===== src/hw/rtl/sorted_keyed_record_table_assert.svh =====
// Assertion macros shared by the sorted key table RTL.
// Each macro takes a label, a clock, an active-low reset, a condition and a check.
`ifndef SORTED_KEYED_RECORD_TABLE_ASSERT_SVH
`define SORTED_KEYED_RECORD_TABLE_ASSERT_SVH

// The check must hold in the same cycle as the condition.
`define SKRT_ASSERT_IMP(lbl, clk, rst_n, cond, chk) \
    lbl: assert property (@(posedge clk) disable iff (!rst_n) (cond) |-> (chk)) \
        else $error("sorted key table check failed");

// The check must hold in the cycle after the condition.
`define SKRT_ASSERT_NXT(lbl, clk, rst_n, cond, chk) \
    lbl: assert property (@(posedge clk) disable iff (!rst_n) (cond) |=> (chk)) \
        else $error("sorted key table check failed");

`endif


===== src/hw/rtl/sktab_pkg.sv =====
// Package for the sorted key table: word types, operation and status codes.
// Used by every module of the block; depends on nothing.
`timescale 1ns / 1ps

package sktab_pkg;

    localparam int DEF_CAPACITY    = 256;
    localparam int DEF_HANDLE_BITS = 16;

    // Number of cells whose results are merged in one registered group.
    localparam int GATHER_GROUP = 16;

    localparam logic [2:0] MODE_ADD    = 3'd0;
    localparam logic [2:0] MODE_FIND   = 3'd1;
    localparam logic [2:0] MODE_REMOVE = 3'd2;
    localparam logic [2:0] MODE_GETH   = 3'd3;
    localparam logic [2:0] MODE_GETC   = 3'd4;
    localparam logic [2:0] MODE_SETC   = 3'd5;
    localparam logic [2:0] MODE_CLEAR  = 3'd6;

    localparam logic [1:0] ST_OK        = 2'd0;
    localparam logic [1:0] ST_NOT_FOUND = 2'd1;
    localparam logic [1:0] ST_FULL      = 2'd2;
    localparam logic [1:0] ST_RANK      = 2'd3;

    typedef struct packed {
        logic [2:0]         mode;
        logic signed [31:0] key;
        logic [15:0]        record_handle;
        logic [7:0]         rank;
        logic [31:0]        client_word;
    } req_word_t;

    typedef struct packed {
        logic [1:0]  status;
        logic [15:0] found_handle;
        logic [31:0] found_client;
        logic [8:0]  entry_count;
    } rsp_word_t;

    // Commands broadcast to every cell of the chain.
    typedef struct packed {
        logic cmp;        // latch compare flags against the incoming word
        logic ins;        // open a slot at the insert point and shift right
        logic rem;        // close the slot of the hit and shift left
        logic rep;        // replace the handle of the hit
        logic setc;       // write the client word of the ranked entry
        logic pick_rank;  // handle output follows the rank match, not the key hit
    } cell_ctrl_t;

    typedef enum logic [2:0] {
        S_IDLE = 3'b001,
        S_RED  = 3'b010,
        S_FIN  = 3'b100
    } state_t;

endpackage


===== src/hw/rtl/sktab_cell.sv =====
// One cell of the ordered chain: holds one entry and its compare flags.
// Depends on sktab_pkg; instantiated in a row by sorted_keyed_record_table.
`timescale 1ns / 1ps

module sktab_cell #(
    parameter int IDX = 0,
    parameter int HW  = 16,
    parameter int CW  = 9
) (
    input  logic                   clk,
    input  logic                   rst_n,
    input  sktab_pkg::cell_ctrl_t  ctrl,
    input  logic signed [31:0]     cmp_key,
    input  logic [7:0]             cmp_rank,
    input  logic [CW-1:0]          count,
    input  logic signed [31:0]     wr_key,
    input  logic [HW-1:0]          wr_handle,
    input  logic [31:0]            wr_client,
    input  logic                   left_lt,
    input  logic signed [31:0]     left_key,
    input  logic [HW-1:0]          left_handle,
    input  logic [31:0]            left_client,
    input  logic signed [31:0]     right_key,
    input  logic [HW-1:0]          right_handle,
    input  logic [31:0]            right_client,
    output logic signed [31:0]     key,
    output logic [HW-1:0]          handle,
    output logic [31:0]            client,
    output logic                   lt,
    output logic                   eq,
    output logic [HW-1:0]          pick_handle,
    output logic [31:0]            pick_client
);

    localparam logic [31:0] IDX_W = 32'(IDX);

    logic signed [31:0] key_reg;
    logic [HW-1:0]      handle_reg;
    logic [31:0]        client_reg;
    logic               lt_reg;
    logic               eq_reg;
    logic               rk_reg;
    logic               occ;
    logic               hsel;

    assign occ = (32'(count) > IDX_W);

    always_ff @(posedge clk or negedge rst_n)
    begin
        if (!rst_n)
        begin
            lt_reg <= 1'b0;
            eq_reg <= 1'b0;
            rk_reg <= 1'b0;
        end
        else if (ctrl.cmp)
        begin
            lt_reg <= occ && (key_reg < cmp_key);
            eq_reg <= occ && (key_reg == cmp_key);
            rk_reg <= occ && (32'(cmp_rank) == IDX_W);
        end
    end

    // Entries below the insert point (lt set) never move. The cell at the
    // insert point takes the new entry, the ones above take their left neighbor.
    always_ff @(posedge clk)
    begin
        if (ctrl.ins)
        begin
            if (!lt_reg)
            begin
                if (left_lt)
                begin
                    key_reg    <= wr_key;
                    handle_reg <= wr_handle;
                    client_reg <= '0;
                end
                else
                begin
                    key_reg    <= left_key;
                    handle_reg <= left_handle;
                    client_reg <= left_client;
                end
            end
        end
        else if (ctrl.rem)
        begin
            if (!lt_reg)
            begin
                key_reg    <= right_key;
                handle_reg <= right_handle;
                client_reg <= right_client;
            end
        end
        else if (ctrl.rep)
        begin
            if (eq_reg)
            begin
                handle_reg <= wr_handle;
            end
        end
        else if (ctrl.setc)
        begin
            if (rk_reg)
            begin
                client_reg <= wr_client;
            end
        end
    end

    assign hsel        = ctrl.pick_rank ? rk_reg : eq_reg;
    assign pick_handle = hsel ? handle_reg : '0;
    assign pick_client = rk_reg ? client_reg : '0;

    assign key    = key_reg;
    assign handle = handle_reg;
    assign client = client_reg;
    assign lt     = lt_reg;
    assign eq     = eq_reg;

endmodule


===== config.mk =====
export PLATFORM = sky130hd
export DESIGN_NAME = sktab_cell
export DESIGN_NICKNAME = d
export VERILOG_FILES = /design/src/hw/rtl/sorted_keyed_record_table_assert.svh /design/src/hw/rtl/sktab_pkg.sv /design/src/hw/rtl/sktab_cell.sv
export SDC_FILE = /design/constraint.sdc
export NUM_CORES = 1
export LEC_CHECK = 0
export BUFFER_PORTS_ARGS = -buffer_cell sky130_fd_sc_hd__buf_2
export CAP_MARGIN = 20
export CORE_AREA = 2 2 165 167
export CTS_BUF_LIST = sky130_fd_sc_hd__clkbuf_4 sky130_fd_sc_hd__clkbuf_8 sky130_fd_sc_hd__clkbuf_16
export DETAILED_ROUTE_END_ITERATION = 10
export DIE_AREA = 0 0 167 169
export PLACE_DENSITY = 0.55
export SLEW_MARGIN = 10
export SYNTH_ARGS = -nofsm -noshare
export SYNTH_HDL_FRONTEND = slang
export SYNTH_SLANG_ARGS = --single-unit

===== constraint.sdc =====
create_clock -name clk -period 4.8 [get_ports clk]
set_clock_uncertainty 0.2 [all_clocks]
set_input_delay 1.2 -clock clk [delete_from_list [all_inputs] [get_ports clk]]
set_output_delay 1.2 -clock clk [all_outputs]
set_load 0.01 [all_outputs]

# Word level (Yosys, flattened, before mapping)
# Index checks and enable logic that the tools add are counted.
[word_totals]
ff_bits = 83
input_bits = 298
elab_cells = 48
[classes]
n_lt_le_gt_ge = 2
n_eq_ne = 4
mux = 23
n_bitwise = 1
reduce_logical = 12
[op_table]
columns = ["operator", "n"]
rows = [
  ["32-bit two-way mux", 14],
  ["16-bit two-way mux", 8],
  ["32-bit == test", 1],
  ["32-bit less-than comparator", 1],
  ["3-bit nonzero test", 4],
  ["9-bit by 1-bit greater-than comparator with 1-bit output (second input constant)", 1],
  ["8-bit logical NOT", 1],
  ["5-bit AND reduction", 1],
  ["2-bit inequality test (second input constant)", 2],
  ["4-bit AND reduction", 1],
  ["1-bit logical AND", 3],
  ["3-bit by 1-bit inequality test with 1-bit output (second input constant)", 1],
  ["2-bit AND reduction", 1],
  ["2-bit nonzero test", 1],
  ["1-bit two-way mux", 1],
  ["1-bit inverter", 1],
]

# Logic depth before layout (Yosys ltp)
[depth]
ltp_word = 5
ltp_mapped = 8
ltp_nobuf = 8

# Worst setup path before layout
# OpenSTA, ideal clock, no wires.
[synth_timing]
kind = "input-to-reg"
startpoint = "in ctrl[3] (netlist bit)"
endpoint = "reg client_reg[0] (netlist: client[0]) (enable)"
setup_ns = 0.466
t_arrival_ns = 4.023
path_slack_ns = 0.111
path_stages = 4
cell_sequence = "buf_2 -> buf_2 -> nor2_1 -> o21ai_0"
[synth_between]
elab_chain_cells = 2
word_cells_on_any_way = 5
[synth_rtl]
columns = ["element", "line_no", "rtl"]
rows = [
  ["from (decl)", "sktab_cell.sv:12", "input sktab_pkg::cell_ctrl_t ctrl,"],
  ["3-bit by 1-bit inequality test with 1-bit output (no line), or another cell as far along", "n/a", ""],
  ["5-bit AND reduction (no line) (*)", "n/a", ""],
  ["to (signal assigned)", "sktab_cell.sv:82", "client_reg <= left_client;"],
  ["to (signal assigned)", "sktab_cell.sv:92", "client_reg <= right_client;"],
  ["to (signal assigned)", "sktab_cell.sv:106", "client_reg <= wr_client;"],
  ["to (decl)", "sktab_cell.sv:39", "logic [31:0] client_reg;"],
]
# Every way passes the cells marked *; elsewhere a longest branch is shown, timed or not.
# A chain may end at the register's enable or synchronous reset.

# Worst setup path in the final report
[layout_timing]
startpoint = "in ctrl[0] (netlist bit)"
endpoint = "out pick_handle[3]"
[layout_between]
elab_chain_cells = 2
[layout_rtl]
columns = ["element", "line_no", "rtl"]
rows = [
  ["1-bit two-way mux", "sktab_cell.sv:111", "assign hsel = ctrl.pick_rank ? rk_reg : eq_reg;"],
  ["16-bit two-way mux", "sktab_cell.sv:112", "assign pick_handle = hsel ? handle_reg : '0;"],
  ["to (decl)", "sktab_cell.sv:31", "output logic [HW-1:0] pick_handle,"],
]
# No other way between the ends.

==> results.yml <==
placement:
  gp_congestion: 0.811
  dp_hpwl_um: 17900
  placement.io_buffers: 427
  post_dp_cell_area_um2: 8060
  place_ws_ns: 1.45
die:
  die_h_um: 169
  dieWidth_um: 167
  core_area_um2: 26500
  dieArea_um2: 28200
  io_pins: 428
  row_count: 60
  start_util: 0.210
synthesis:
  synth_top_family_by_area: "simple AND/OR/NAND/NOR gates"
  synth_area_per_cell_um2: 9.95
  syn_nets: 889
  ys_seq_area_frac: 0.445
  synthMuxAreaShare: 0.146
  synth_xor_area_frac: 0
  synth-simple-area-share: 0.155
  synth_compound_area_frac: 0.132
  yosys_warnings: 0
  synth_fa_ha_area_frac: 0.0720
  synth.distinct_cells: 37
  syn_area_um2: 5560
  syn_inst: 559
  synth_seq_cells: 83
cts:
  cts.sinks: 83
  numCtsBuffers: 9
  cts_tree: "built"
  ctsHoldBuffers: 0
  cts_root_buf: "clkbuf_16"
  cts_resized: 0
  htreeDepth: 3
  clock_latency_ns: 0.34
  postCtsSetupRepairBufs: 0
  path_clk_slew_ns: 0.06
  cts_buffer_depth: 2
sta:
  rsz0062_at_grt: "no"
  slew_headroom: 0.368
  setup_viol: 0
  worst_slew_pin_slew_ns: 0.949
  tns_ns: 0
  maxSlewViolCount: 0
  finalCriticalPeriod_ns: 3.35
  period_share: 0.698
  hold-worst-slack_ns: 0.432
  fmax_mhz: 298
  hold_violations: 0
  setup_slack_ns: 1.45
cells_and_area:
  drive_gt1_frac: 0.470
  area_delta_synth_final_pct: 50.1
  final_util: 0.315
  nNetsFinal: 1300
  fin_area_um2: 8350
  fillers: 2825
  final_cell_mix: "buf_2, mux2i_1, edfxtp_1, a21oi_1, nand2_1"
  final-seq-area_um2: 2480
  multiInputGateArea_um2: 2830
  layout_commonest_cell: "buf_2"
grt:
  antenna_found_initial: 1
  overflow: 0
  grt_pass1_wl_um: 30900
  grt_use_total: 0.146
  grt_start_max_net_pins: 66
  grt_pass1_vias: 5482
route:
  vias_per_cell: 4.23
  wirelength_um: 21400
  dr.pass1.iters: 5
  num_vias: 5577
  wl_per_cell_um: 16.2
  drc: 0
  first_iter_violations: 175
  antenna_left: 0
critical_path:
  cp.arrival_ns: 1.95
  cp_max_fo: 16
  crit_start: "ctrl[0]"
  critical_path_required_ns: 3.40
  r2r_start: "key[31]"
  cp_common_cell: "buf_2"
  critPathLaunchType: "input port"
  crit_chain: "buf_2 > mux2i_2 > buf_4 > nor2b_1 > buf_2"
  cp-end-kind: "output pin"
  path_class: "in -> out"
  worst_path_largest_cell_delay_ns: 0.25
  crit_slowest_cell: "buf_4"
power:
  power.leakage_nw: 4.20
  ir_worst_vdd_mv: 0.104
  power_density_nw_per_um2: 290
hold_path:
  min_path_type: "reg -> reg"
  min_from: "eq"
run:
  drv_cap: 0
run_status:
  status: "complete, no violations"
==> cell usage after synthesis <==
| cell type | number | area, um^2 |
|---|---|---|
| mux2i_1 | 81 | 811 |
| edfxtp_1 | 80 | 2400 |
| a21oi_1 | 59 | 295 |
| nand2_1 | 41 | 154 |
| nor2_1 | 40 | 150 |
| inv_1 | 34 | 128 |
| nor2b_1 | 33 | 206 |
| o21ai_1 | 33 | 165 |
| and2_1 | 32 | 200 |
| ha_1 | 32 | 400 |
| a211oi_1 | 18 | 135 |
| clkbuf_1 | 18 | 67.6 |
| buf_2 | 12 | 60.1 |
| o21ai_0 | 7 | 35.0 |
| nand4_1 | 4 | 25.0 |
| buf_1 | 3 | 11.3 |
| dfrtp_1 | 3 | 75.1 |
| nand3_1 | 3 | 15.0 |
| nor4_1 | 3 | 18.8 |
| and3_1 | 2 | 12.5 |
| buf_4 | 2 | 15.0 |
| nand2b_1 | 2 | 12.5 |
| nor3_1 | 2 | 10.0 |
| o2bb2ai_1 | 2 | 17.5 |
| a2111oi_1 | 1 | 10.0 |
| a21o_1 | 1 | 7.51 |
| a221o_1 | 1 | 10.0 |
| a31o_2 | 1 | 8.76 |
| a31oi_1 | 1 | 6.26 |
| nand4_2 | 1 | 12.5 |
| nand4b_1 | 1 | 8.76 |
| nor4_4 | 1 | 21.3 |
| o211ai_1 | 1 | 7.51 |
| o22ai_1 | 1 | 6.26 |
| o41ai_4 | 1 | 27.5 |
| or2_2 | 1 | 6.26 |
| or2b_1 | 1 | 7.51 |
==> final timing paths <==
| path | endpoint | slack, ns | cells past startpoint |
|---|---|---|---|
| max | pick_handle[3] | 1.45 | 5 |
| min | eq | 0.43 | 1 |
| max reg2reg | lt | 2.59 | 7 |
| min reg2reg | eq | 0.43 | 1 |
| max in group asynchronous | rk_reg | 3.85 | 1 |
| min in group asynchronous | lt | 0.45 | 1 |
==> cell families (layout without fill, tap and decap cells) <==
kind of cell / after synthesis / in the layout
mux: 81 / 81
other cells: 0 / 2
flops: 83 / 83
fa+ha+maj: 32 / 32
simple gates: 167 / 167
compound gates: 127 / 127
buf+inv: 69 / 485
==> layer usage <==
metal  vias up  routed length (um)  track usage
met5         -                   0            0
met3        13                1390       0.0330
met4         0                 274       0.0412
met1      2471                8530        0.166
li1       2835                   -            -
met2       258               11200        0.271
==> worst max-delay path, delay by kind of cell <==
family	cells	cell delay (ns)
muxes	1	0.19
buffers and inverters	3	0.48
and+or+nand+nor	1	0.08
==> report_power, final <==
part	switching, mW	internal (mW)
logic	0.388	0.312
clock network	0.298	0.348
registers	0.0980	0.980
==> per-stage QoR <==
| stage | total power, mW | cells |
|---|---|---|
| finish | 2.42 | 1318 |
| global route | 2.58 | 1317 |
| CTS | 2.47 | 1315 |
| detailed placement | 1.80 | 1299 |
| global placement | 1.80 | 1299 |
| floorplan | 1.41 | 559 |
==> cell type report <==
class,instances,area share
antenna,2,0.000599
clock inverter,7,0.00539
clock buffer,9,0.0270
sequential,83,0.297
multi-input combinational,407,0.339
timing repair buffer,435,0.265
tap,341,0.0511
inverter,34,0.0153
(Power assumes the default switching activity.)
